### src/hw/rtl/dwu_pkg.sv
// Shared types and constants for the data watchpoint unit.
package dwu_pkg;

    localparam int MAX_WATCHPOINTS = 8;
    localparam int CNT_W           = $clog2(MAX_WATCHPOINTS + 1);
    localparam int ADDR_W          = 32;
    localparam int END_W           = ADDR_W + 1;

    localparam int S_TDATA_W = 72;
    localparam int M_TDATA_W = 40;
    localparam int PADDR_W   = 3;

    localparam logic [0:0] REG_SUPPRESS_CHECKS = 1'd0;

    typedef enum logic [1:0] {
        OP_CHECK  = 2'd0,
        OP_ADD    = 2'd1,
        OP_REMOVE = 2'd2,
        OP_TAKE   = 2'd3
    } op_t;

    typedef struct packed {
        logic [ADDR_W-1:0] start;
        logic [END_W-1:0]  stop;      // start + length, exclusive
        logic              trig_rd;
        logic              trig_wr;
    } entry_t;

    typedef struct packed {
        logic [ADDR_W-1:0] chk_addr;
        logic [END_W-1:0]  chk_end;
        logic              chk_write;
        logic [ADDR_W-1:0] rm_addr;
    } req_t;

    typedef struct packed {
        logic occupied;
        logic load;
        logic check_en;
        logic rm_step;
    } cell_ctrl_t;

    typedef struct packed {
        logic              hit_seen;
        logic [ADDR_W-1:0] hit_start;
        logic              rm_seen;
    } chain_t;

    typedef struct packed {
        logic [3:0]        removed_count;
        logic              add_accepted;
        logic              taken;
        logic              hit_dir_wr;
        logic [ADDR_W-1:0] hit_address;
        logic              hit_pending;
    } res_t;

endpackage

### src/hw/rtl/dwu_cell.sv
// One watchpoint slot: holds an entry, matches requests, shifts from its neighbor.
module dwu_cell
(
    input  logic                clk,
    input  dwu_pkg::cell_ctrl_t ctrl,
    input  dwu_pkg::req_t       req,
    input  dwu_pkg::entry_t     new_entry,
    input  dwu_pkg::entry_t     next_entry,
    input  dwu_pkg::chain_t     chain_in,
    output dwu_pkg::entry_t     entry,
    output dwu_pkg::chain_t     chain_out
);
    import dwu_pkg::*;

    entry_t entry_reg;
    logic   overlap;
    logic   dir_ok;
    logic   hit_here;
    logic   rm_here;
    logic   shift;

    assign overlap  = ({1'b0, req.chk_addr} < entry_reg.stop) &&
                      ({1'b0, entry_reg.start} < req.chk_end);
    assign dir_ok   = req.chk_write ? entry_reg.trig_wr : entry_reg.trig_rd;
    assign hit_here = ctrl.occupied && ctrl.check_en && overlap && dir_ok;
    assign rm_here  = ctrl.occupied && (entry_reg.start == req.rm_addr);

    always_comb
    begin
        chain_out.hit_seen  = chain_in.hit_seen | hit_here;
        chain_out.hit_start = (hit_here && !chain_in.hit_seen) ? entry_reg.start
                                                                : chain_in.hit_start;
        chain_out.rm_seen   = chain_in.rm_seen | rm_here;
    end

    // everything from the first matching slot upward moves down by one
    assign shift = ctrl.rm_step && chain_out.rm_seen;

    always_ff @(posedge clk)
    begin
        if (ctrl.load)
        begin
            entry_reg <= new_entry;
        end
        else if (shift)
        begin
            entry_reg <= next_entry;
        end
    end

    assign entry = entry_reg;

endmodule

### src/hw/rtl/data_watchpoint_unit.sv
// Top level of the data watchpoint unit: request handling, result buffer, APB register.
//
// Watchpoints sit in a row of slots, lowest slot first in table order. An access check,
// an add or a take-hit request is accepted and its result is registered, into the output
// register or, while the output is stalled, into a one-result hold buffer; back-to-back
// such requests go at one per cycle while the output drains. A remove request deletes
// every entry whose start matches: the row deletes one matching slot per cycle by
// shifting the slots above it down by one, and a last pass finds no further match. Input
// is held off during a remove. Writes to suppress_checks are taken at any time through
// the APB port but are meant to be done while idle.
module data_watchpoint_unit
(
    input  logic                              clk,
    input  logic                              rst_n,
    // s_tdata: op[1:0], address[33:2], span[65:34], wr_access[66],
    //          watch_reads[67], watch_writes[68], zero pad[71:69]
    input  logic                              s_tvalid,
    output logic                              s_tready,
    input  logic [dwu_pkg::S_TDATA_W-1:0]     s_tdata,
    // m_tdata: hit_pending[0], hit_address[32:1], hit_dir_wr[33], taken[34],
    //          add_accepted[35], removed_count[39:36]
    output logic                              m_tvalid,
    input  logic                              m_tready,
    output logic [dwu_pkg::M_TDATA_W-1:0]     m_tdata,
    input  logic                              psel,
    input  logic                              penable,
    input  logic                              pwrite,
    input  logic [dwu_pkg::PADDR_W-1:0]       paddr,
    input  logic [31:0]                       pwdata,
    output logic [31:0]                       prdata,
    output logic                              pready
);
    import dwu_pkg::*;

    typedef enum logic {
        ST_IDLE,
        ST_REMOVE
    } state_t;

    state_t              state_reg;
    logic [CNT_W-1:0]    entry_count_reg;
    logic                hit_latched_reg;
    logic [ADDR_W-1:0]   hit_start_reg;
    logic                hit_write_reg;
    logic [ADDR_W-1:0]   rm_addr_reg;
    logic [CNT_W-1:0]    gone_reg;
    logic                suppress_reg;
    logic                out_valid_reg;
    res_t                out_res_reg;
    logic                hold_valid_reg;
    res_t                hold_res_reg;

    op_t                 in_op;
    logic [ADDR_W-1:0]   in_address;
    logic [ADDR_W-1:0]   in_span;
    logic                in_wr_access;
    logic                in_watch_reads;
    logic                in_watch_writes;

    logic                in_fire;
    logic                out_take;
    logic                check_en;
    logic                add_en;
    logic                rm_step;
    logic                rm_any;
    logic                finish;
    logic                new_hit;
    logic                take_hit;
    logic                hit_latched_next;
    logic [ADDR_W-1:0]   hit_start_next;
    logic                hit_write_next;
    res_t                res;
    req_t                req;
    entry_t              new_entry;
    logic                cfg_write;

    entry_t              entries [MAX_WATCHPOINTS+1];
    chain_t              chain   [MAX_WATCHPOINTS+1];

    assign in_op           = op_t'(s_tdata[1:0]);
    assign in_address      = s_tdata[33:2];
    assign in_span         = s_tdata[65:34];
    assign in_wr_access    = s_tdata[66];
    assign in_watch_reads  = s_tdata[67];
    assign in_watch_writes = s_tdata[68];

    assign s_tready = (state_reg == ST_IDLE) && !hold_valid_reg;
    assign in_fire  = s_tvalid && s_tready;
    assign out_take = out_valid_reg && m_tready;

    assign check_en = in_fire && (in_op == OP_CHECK) && !suppress_reg && !hit_latched_reg;
    assign add_en   = in_fire && (in_op == OP_ADD) &&
                      (entry_count_reg < CNT_W'(MAX_WATCHPOINTS));
    assign take_hit = in_fire && (in_op == OP_TAKE) && hit_latched_reg;
    assign rm_step  = (state_reg == ST_REMOVE);

    always_comb
    begin
        req.chk_addr  = in_address;
        req.chk_end   = {1'b0, in_address} + {1'b0, in_span};
        req.chk_write = in_wr_access;
        req.rm_addr   = rm_addr_reg;

        new_entry.start   = in_address;
        new_entry.stop    = {1'b0, in_address} +
                            ((in_span == '0) ? END_W'(1) : {1'b0, in_span});
        new_entry.trig_rd = in_watch_reads;
        new_entry.trig_wr = in_watch_writes;
    end

    assign chain[0] = '0;
    assign entries[MAX_WATCHPOINTS] = '0;

    for (genvar i = 0; i < MAX_WATCHPOINTS; i++)
    begin : g_cell
        cell_ctrl_t ctrl;

        always_comb
        begin
            ctrl.occupied = CNT_W'(i) < entry_count_reg;
            ctrl.load     = add_en && (entry_count_reg == CNT_W'(i));
            ctrl.check_en = check_en;
            ctrl.rm_step  = rm_step;
        end

        dwu_cell u_cell
        (
            .clk        (clk),
            .ctrl       (ctrl),
            .req        (req),
            .new_entry  (new_entry),
            .next_entry (entries[i+1]),
            .chain_in   (chain[i]),
            .entry      (entries[i]),
            .chain_out  (chain[i+1])
        );
    end

    assign new_hit = chain[MAX_WATCHPOINTS].hit_seen;
    assign rm_any  = chain[MAX_WATCHPOINTS].rm_seen;
    assign finish  = (in_fire && (in_op != OP_REMOVE)) || (rm_step && !rm_any);

    always_comb
    begin
        hit_latched_next = hit_latched_reg;
        hit_start_next   = hit_start_reg;
        hit_write_next   = hit_write_reg;
        if (new_hit)
        begin
            hit_latched_next = 1'b1;
            hit_start_next   = chain[MAX_WATCHPOINTS].hit_start;
            hit_write_next   = in_wr_access;
        end
        else if (take_hit)
        begin
            hit_latched_next = 1'b0;
        end

        res.hit_pending   = hit_latched_next;
        res.hit_address   = (hit_latched_next || take_hit) ? hit_start_next : '0;
        res.hit_dir_wr    = (hit_latched_next || take_hit) ? hit_write_next : 1'b0;
        res.taken         = take_hit;
        res.add_accepted  = add_en;
        res.removed_count = rm_step ? 4'(gone_reg) : 4'd0;
    end

    always_ff @(posedge clk or negedge rst_n)
    begin
        if (!rst_n)
        begin
            state_reg       <= ST_IDLE;
            entry_count_reg <= '0;
            hit_latched_reg <= 1'b0;
            hit_start_reg   <= '0;
            hit_write_reg   <= 1'b0;
            rm_addr_reg     <= '0;
            gone_reg        <= '0;
            out_valid_reg   <= 1'b0;
            out_res_reg     <= '0;
            hold_valid_reg  <= 1'b0;
            hold_res_reg    <= '0;
        end
        else
        begin
            hit_latched_reg <= hit_latched_next;
            hit_start_reg   <= hit_start_next;
            hit_write_reg   <= hit_write_next;

            unique case (state_reg)
                ST_IDLE:
                begin
                    if (in_fire && (in_op == OP_REMOVE))
                    begin
                        state_reg   <= ST_REMOVE;
                        rm_addr_reg <= in_address;
                        gone_reg    <= '0;
                    end
                    if (add_en)
                    begin
                        entry_count_reg <= entry_count_reg + CNT_W'(1);
                    end
                end
                ST_REMOVE:
                begin
                    if (rm_any)
                    begin
                        entry_count_reg <= entry_count_reg - CNT_W'(1);
                        gone_reg        <= gone_reg + CNT_W'(1);
                    end
                    else
                    begin
                        state_reg <= ST_IDLE;
                    end
                end
                default:
                begin
                    state_reg <= ST_IDLE;
                end
            endcase

            // two-deep result buffer; hold fills only while the output is stalled
            if (out_take)
            begin
                if (hold_valid_reg)
                begin
                    out_res_reg    <= hold_res_reg;
                    hold_valid_reg <= 1'b0;
                end
                else
                begin
                    out_valid_reg <= finish;
                    out_res_reg   <= res;
                end
            end
            else if (finish)
            begin
                if (!out_valid_reg)
                begin
                    out_valid_reg <= 1'b1;
                    out_res_reg   <= res;
                end
                else
                begin
                    hold_valid_reg <= 1'b1;
                    hold_res_reg   <= res;
                end
            end
        end
    end

    assign m_tvalid = out_valid_reg;
    assign m_tdata  = out_res_reg;

    // configuration register
    assign pready    = 1'b1;
    assign cfg_write = psel && penable && pwrite && pready &&
                       (paddr[2] == REG_SUPPRESS_CHECKS);

    always_ff @(posedge clk or negedge rst_n)
    begin
        if (!rst_n)
        begin
            suppress_reg <= 1'b0;
        end
        else if (cfg_write)
        begin
            suppress_reg <= pwdata[0];
        end
    end

    assign prdata = (paddr[2] == REG_SUPPRESS_CHECKS) ? {31'd0, suppress_reg} : 32'd0;

    a_count_bound: assert property (@(posedge clk) disable iff (!rst_n)
        entry_count_reg <= CNT_W'(MAX_WATCHPOINTS))
        else $error("entry count above table depth");

    a_hold_behind_out: assert property (@(posedge clk) disable iff (!rst_n)
        hold_valid_reg |-> out_valid_reg)
        else $error("buffered result without output result");

    a_remove_blocks: assert property (@(posedge clk) disable iff (!rst_n)
        (state_reg == ST_REMOVE) |-> !s_tready)
        else $error("request accepted during remove");

    a_taken_clears: assert property (@(posedge clk) disable iff (!rst_n)
        out_valid_reg |-> !(out_res_reg.taken && out_res_reg.hit_pending))
        else $error("taken hit still reported pending");

    a_latch_holds: assert property (@(posedge clk) disable iff (!rst_n)
        (hit_latched_reg && !(in_fire && (in_op == OP_TAKE))) |=> hit_latched_reg)
        else $error("hit latch lost without a take");

endmodule

### config.mk
export PLATFORM = sky130hd
export DESIGN_NAME = data_watchpoint_unit
export DESIGN_NICKNAME = d
export VERILOG_FILES = /design/src/hw/rtl/dwu_pkg.sv /design/src/hw/rtl/dwu_cell.sv /design/src/hw/rtl/data_watchpoint_unit.sv
export SDC_FILE = /design/constraint.sdc
export NUM_CORES = 2
export LEC_CHECK = 0
export BUFFER_PORTS_ARGS = -buffer_cell sky130_fd_sc_hd__buf_4
export CORE_ASPECT_RATIO = 1.4
export CORE_MARGIN = 3
export CORE_UTILIZATION = 55
export DETAILED_ROUTE_END_ITERATION = 8
export PLACE_DENSITY = 0.72
export SYNTH_ARGS = -nofsm -noshare
export SYNTH_HDL_FRONTEND = slang
export SYNTH_SLANG_ARGS = --single-unit
### constraint.sdc
create_clock -name clk -period 8.8 [get_ports clk]
set_clock_uncertainty 0.2 [all_clocks]
set_input_delay 0.88 -clock clk [delete_from_list [all_inputs] [get_ports clk]]
set_output_delay 0.88 -clock clk [all_outputs]
set_load 0.05 [all_outputs]
**Word level (Yosys, flattened, before mapping)**

Index checks and enable logic that the tools add are counted.

- Add/subtract/negate cells: 5
- Multipliers: 0
- Divide/modulo/power cells: 0
- Order comparisons: 25
- Equality and inequality tests: 24
- Shift operators: 0
- Multiplexer cells: 60
- Bitwise gates (word level): 17
- Reduce and logical (&&, ||, !) cells: 112

Operators with widths:

| cell | count |
|---|---|
| 2-to-1 mux 67 bit | 16 |
| < comparator 32 x 33 -> 1 bit | 16 |
| 2-to-1 mux 32 bit | 11 |
| == test 32 bit | 8 |
| 2-to-1 mux 40 bit | 4 |
| logical AND 1 bit | 79 |
| adder 32 x 32 -> 33 bit | 2 |
| zero test 32 bit | 1 |
| 2-to-1 mux 1 bit | 21 |
| 2-to-1 mux 4 bit | 5 |
| nonzero test 2 bit | 10 |
| == test 4 x 3 -> 1 bit (second input constant) | 4 |
| < comparator 3 x 4 -> 1 bit (first input constant) | 4 |
| case mux 4 bit (2 select lines) | 2 |
| OR 1 bit | 14 |
| AND reduction 2 bit | 6 |
| zero test 1 bit | 11 |
| adder 4 x 1 -> 4 bit (second input constant) | 2 |
| == test 4 x 2 -> 1 bit (second input constant) | 2 |
| < comparator 1 x 4 -> 1 bit (first input constant) | 2 |
| < comparator 2 x 4 -> 1 bit (first input constant) | 2 |
| inequality test 2 x 1 -> 1 bit (second input constant) | 3 |
| inequality test 2 bit (second input constant) | 3 |
| == test 2 bit (second input constant) | 2 |
| 10 further kinds | 13 |

- Register bits after elaboration: 694
- Latch bits: 0
- RAM bits: 0
- Bits in read-only memories: 0
- Input bits: 114
- Word-level logic and storage cells: 297
- Memories: 0

**Longest topological paths before layout**

- Depth in word-level cells: 23
- Mapped depth: 30
- Depth with buffers taken out: 28

**Cells and area by module**

A second synthesis with hierarchy kept.

- Cell total of the unflattened synthesis: 4775
- Area, all modules: 53024.6 um^2

By module, submodules not included:

| module | times used | cells an instance | area each (um^2) | seq. area each (um^2) |
|---|---|---|---|---|
| dwu_cell (g_cell[0].u_cell ...) | 7 | 448 | 5322.6 | 2011.9 |
| data_watchpoint_unit | 1 | 1189 | 10502.6 | 3953.8 |
| dwu_cell (g_cell[7].u_cell) | 1 | 450 | 5263.8 | 2011.9 |

**Worst setup path after synthesis**

Ideal clock, no wire load.

- Path kind: register to register
- Start point: reg entry_count_reg[0]
- End point: reg g_cell[5].u_cell.entry_reg (netlist bit g_cell[5].u_cell.entry[0]), enable pin
- Library setup time: 585 ps
- Arrival time: 6989 ps
- Slack: 1026 ps
- Stages on the path, launching flop included: 11
- Cell sequence: dfrtp_1 clkbuf_1 inv_1 ha_1 o21a_1 or4_1 nor4_1 nor3_1 and3_1 o31a_1 o21ai_0

- Longest elaborated chain between the ends: 9
- Elaborated cells on any way between the ends: 23
- Those cells by class: 7 x order compare; 1 x eq/ne; 5 x bitwise; 10 x reduce/logical

Ends and longest elaborated chain:

| element | RTL line | text |
|---|---|---|
| start: declaration | data_watchpoint_unit.sv:41 | `logic [CNT_W-1:0] entry_count_reg;` |
| start signal: assignment | data_watchpoint_unit.sv:200 | `entry_count_reg <= entry_count_reg + CNT_W'(1);` |
| start signal: assignment | data_watchpoint_unit.sv:207 | `entry_count_reg <= entry_count_reg - CNT_W'(1);` |
| < comparator 1 x 4 -> 1 bit | data_watchpoint_unit.sv:120 | `ctrl.occupied = CNT_W'(i) < entry_count_reg;` |
| logical AND 1 bit | dwu_cell.sv:26 | `assign rm_here = ctrl.occupied && (entry_reg.start == req.rm_addr);` |
| OR 1 bit (5 in a row) | dwu_cell.sv:33 | `chain_out.rm_seen = chain_in.rm_seen \| rm_here;` |
| logical AND 1 bit | dwu_cell.sv:37 | `assign shift = ctrl.rm_step && chain_out.rm_seen;` |
| nonzero test 2 bit (no line) * | n/a |  |
| end signal: assignment | dwu_cell.sv:43 | `entry_reg <= new_entry;` |
| end signal: assignment | dwu_cell.sv:47 | `entry_reg <= next_entry;` |
| end: declaration | dwu_cell.sv:15 | `entry_t entry_reg;` |

Every way passes the cells marked *; elsewhere a longest branch is shown, timed or not.
A chain may end at the register's enable or synchronous reset.

**Final worst setup path**

- Start point: in s_tdata[2] in the netlist's numbering
- End point: reg hold_res_reg[18] in the netlist's numbering

- Longest elaborated chain between the ends: 16
- Elaborated cells on any way between the ends: 74
- Those cells by class: 1 x add/sub; 16 x order compare; 11 x mux; 7 x bitwise; 39 x reduce/logical

Ends and longest elaborated chain:

| element | RTL line | text |
|---|---|---|
| start: declaration | data_watchpoint_unit.sv:19 | `input logic [dwu_pkg::S_TDATA_W-1:0] s_tdata,` |
| adder 32 x 32 -> 33 bit | data_watchpoint_unit.sv:100 | `req.chk_end = {1'b0, in_address} + {1'b0, in_span};` |
| < comparator 32 x 33 -> 1 bit | dwu_cell.sv:23 | `({1'b0, entry_reg.start} < req.chk_end);` |
| logical AND 1 bit | dwu_cell.sv:22 | `assign overlap = ({1'b0, req.chk_addr} < entry_reg.stop) &&` |
| logical AND 1 bit (2 in a row) | dwu_cell.sv:25 | `assign hit_here = ctrl.occupied && ctrl.check_en && overlap && dir_ok;` |
| zero test 1 bit / OR 1 bit (equally long branches) | dwu_cell.sv:31, dwu_cell.sv:30 |  |
| logical AND 1 bit (tied with other cells) | dwu_cell.sv:31 | `chain_out.hit_start = (hit_here && !chain_in.hit_seen) ? entry_reg.start` |
| 2-to-1 mux 32 bit (tied with other cells) (5 in a row) | dwu_cell.sv:31 |  |
| 2-to-1 mux 32 bit / logical AND 1 bit (equally long branches) | dwu_cell.sv:31 |  |
| 2-to-1 mux 32 bit | dwu_cell.sv:31 |  |
| 2-to-1 mux 32 bit | data_watchpoint_unit.sv:148 | `if (new_hit)` |
| 2-to-1 mux 32 bit * | data_watchpoint_unit.sv:160 | `res.hit_address = (hit_latched_next \|\| take_hit) ? hit_start_next : '0;` |
| end signal: assignment | data_watchpoint_unit.sv:245 | `hold_res_reg <= res;` |
| end: declaration | data_watchpoint_unit.sv:51 | `res_t hold_res_reg;` |

Marks and branches as above.

==> impl_metrics.ini <==
[finish]
largest_reg_flops = 536
finalNonFillerCells = 6216
area_growth_pct = 9.99
final_common_cell = ha_1
drive_above_1_share_pct = 13.9
mostFrequentLayoutCells = 550 x ha_1, 536 x nand2_1, 536 x edfxtp_1
design.final.nets = 5626

[yosys]
synth-seq-area-share_pct = 40.8
synth_cell_types = 97
synth-edff-count = 536
synth_area_mm2 = 0.0491
yosysWarnings = 0
synth_area_per_cell_um2 = 10.1
ys_ff_latch = 694
synthFlopType = edfxtp_1
synthCells = 4886
synthArstFlopShare_pct = 22.8

[setup_path]
start_kind = input pin
crit_buf_inv = 3
critPathRequiredTime_ps = 9230
critPathTopFamily = compound AO/OA/AOI/OAI gates
startpoint = s_tdata[2]
critPathCaptureType = register
worst-path-stages = 29
path_class = input pin to register
timing.rr.start = rm_step
cp.arrival_ps = 8560
slowest_stage = o221ai_1
reg2reg_depth = 15
slowest_delay_ps = 710
crit_top_cell = a21oi_1
crit_path_max_fanout = 19

[grt]
grt_pass1_vias = 40000
grt_usage_pct = 39.8
antenna_found_initial = 16
grt_max_degree = 97
grt_pass1_wl_mm = 268
grt_overflow = 0

[die]
rows = 129
core-area_mm2 = 0.0884
start_util_pct = 55.5
die_y_um = 360
io_pins = 189
fp.dieW_um = 259
dieArea_mm2 = 0.0930

[clock_network]
cts_resized = 0
cts_tree = built
post_cts_buffers = 0
clockBufferDepth = 3
cts_max_level = 3
cts_root_buf = clkbuf_16
numClockSinks = 694
cts-buffers-inserted = 74
cts.clk_slew.worst_paths_ps = 60
worstSkewPairLatency_ps = 710
holdBufCountCts = 0

[hold_path]
hold_class = input pin to async pin

[placed_design]
dp_cells = 6063
place_congestion = 1.10
io_buffer_count = 120
dp_hpwl_mm = 137

[sta]
min_period_ps = 8130
fin_hold_ws_ps = 81.7
finalCritPeriodShare_pct = 92.4
rsz0062_at_grt = false
slew_viol_final = 0
worst_pin_slew_ps = 1430
setup_viol = 0
fin_setup_tns_ps = 0
fmax_mhz = 123
hold_violations = 0
relSlewSlack_pct = 3.95

[power_and_ir_drop]
peakVddDrop_mv = 0.162
powerDensity_mw_per_mm2 = 215
cellLeakagePower_nw = 23.6

[routing]
vias_per_cell = 6.57
drt_iter0_markers = 4320
wirelength_mm = 186
post_drt_wl_per_cell_um = 29.9
drc_errors = 0
drtAntennaViolNets = 0
route.vias.total = 40900
firstDrtPassIters = 6

[status]
status = complete, no violations

[flow_run]
cap_viol_max_count = 0
stage by stage:
step | util, % | area (um^2) | total power [mW] | worst slack, ps
finish | 61.1 | 54000 | 11.6 | 673
CTS | 61.0 | 54000 | 11.4 | 979
global placement | 58.2 | 51500 | 8.02 | 474
global route | 61.0 | 54000 | 12.0 | 270
floorplan | - | 49200 | 6.64 | 1030
detailed placement | 58.2 | 51500 | 8.11 | 293
worst paths after layout:
check / end / slack [ps]
max: hold_res_reg[18] / 670
min: hold_res_reg[2] / 80
max reg2reg: m_tdata[12] / 2650
min reg2reg: hold_res_reg[39] / 280
max in group asynchronous: gone_reg[2] / 6800
min in group clk: hold_valid_reg / 200
final cells by class:
class                      instances  area [um^2]
antenna                           15         37.5
sequential                       694        20000
inverter                         313         1170
fill                            7496        34400
clock inverter                    50          467
multi-input combinational       3648        27000
clock buffer                      88         2010
tap                             1179         1480
timing repair buffer             229         1760
synthesized netlist by cell type (16+ instances only):
| cell type | number | area, um^2 |
|---|---|---|
| ha_1 | 550 | 6880 |
| nand2_1 | 542 | 2030 |
| edfxtp_1 | 536 | 16100 |
| o21ai_0 | 382 | 1910 |
| inv_1 | 312 | 1170 |
| mux2_2 | 260 | 2930 |
| xor2_1 | 219 | 1920 |
| nor2_1 | 203 | 762 |
| a21oi_1 | 197 | 986 |
| clkbuf_1 | 184 | 691 |
| a21o_1 | 164 | 1230 |
| dfrtp_1 | 158 | 3950 |
| xnor2_1 | 97 | 850 |
| nand3_1 | 95 | 475 |
| nand4_1 | 89 | 557 |
| nor3_1 | 72 | 360 |
| nor4_1 | 71 | 444 |
| and2_1 | 42 | 263 |
| nand2b_1 | 41 | 257 |
| a31oi_1 | 39 | 244 |
| buf_4 | 39 | 293 |
| a211oi_1 | 37 | 278 |
| nor2b_1 | 33 | 206 |
| o21ai_1 | 31 | 155 |
| a22o_1 | 30 | 263 |
| mux2i_1 | 30 | 300 |
| o211ai_1 | 27 | 203 |
| a211o_1 | 26 | 228 |
| buf_2 | 25 | 125 |
| and3_1 | 23 | 144 |
| o21a_1 | 23 | 173 |
| a22oi_1 | 20 | 150 |
| o22ai_2 | 16 | 200 |
metal layers:
| layer | track usage, % | wire (um) | vias to the layer above |
|---|---|---|---|
| met5 | 0 | 40 | - |
| met4 | 37.4 | 21100 | 6 |
| met3 | 10.6 | 16200 | 815 |
| met2 | 62.7 | 84400 | 2258 |
| met1 | 43.4 | 63800 | 19800 |
| li1 | - | - | 18000 |
worst reg2reg max path, delay by kind of cell (launching register included):
family / cells / cell delay [ps]
simple gates: 6 / 2130
flops: 1 / 360
mux: 1 / 370
buf+inv: 2 / 500
compound gates: 6 / 2470
power by group:
part	switching, mW	internal, mW
clock	1.45	1.83
sequential	0.527	3.87
combinational	2.56	1.34
cell families (layout without fill, tap and decap cells):
family	count (synthesis)	after routing	synth area share, %
other	2	47	0.0153
AOI/OAI and AO/OA	1161	1161	15.4
xor gates and xnor gates	317	317	5.69
and+or+nand+nor	1292	1292	12.5
buffers and inverters	574	680	4.76
adders and majority gates	556	556	14.2
DFF	694	694	40.8
muxes	290	290	6.57
Note: power is estimated with default switching activity, not from simulation.
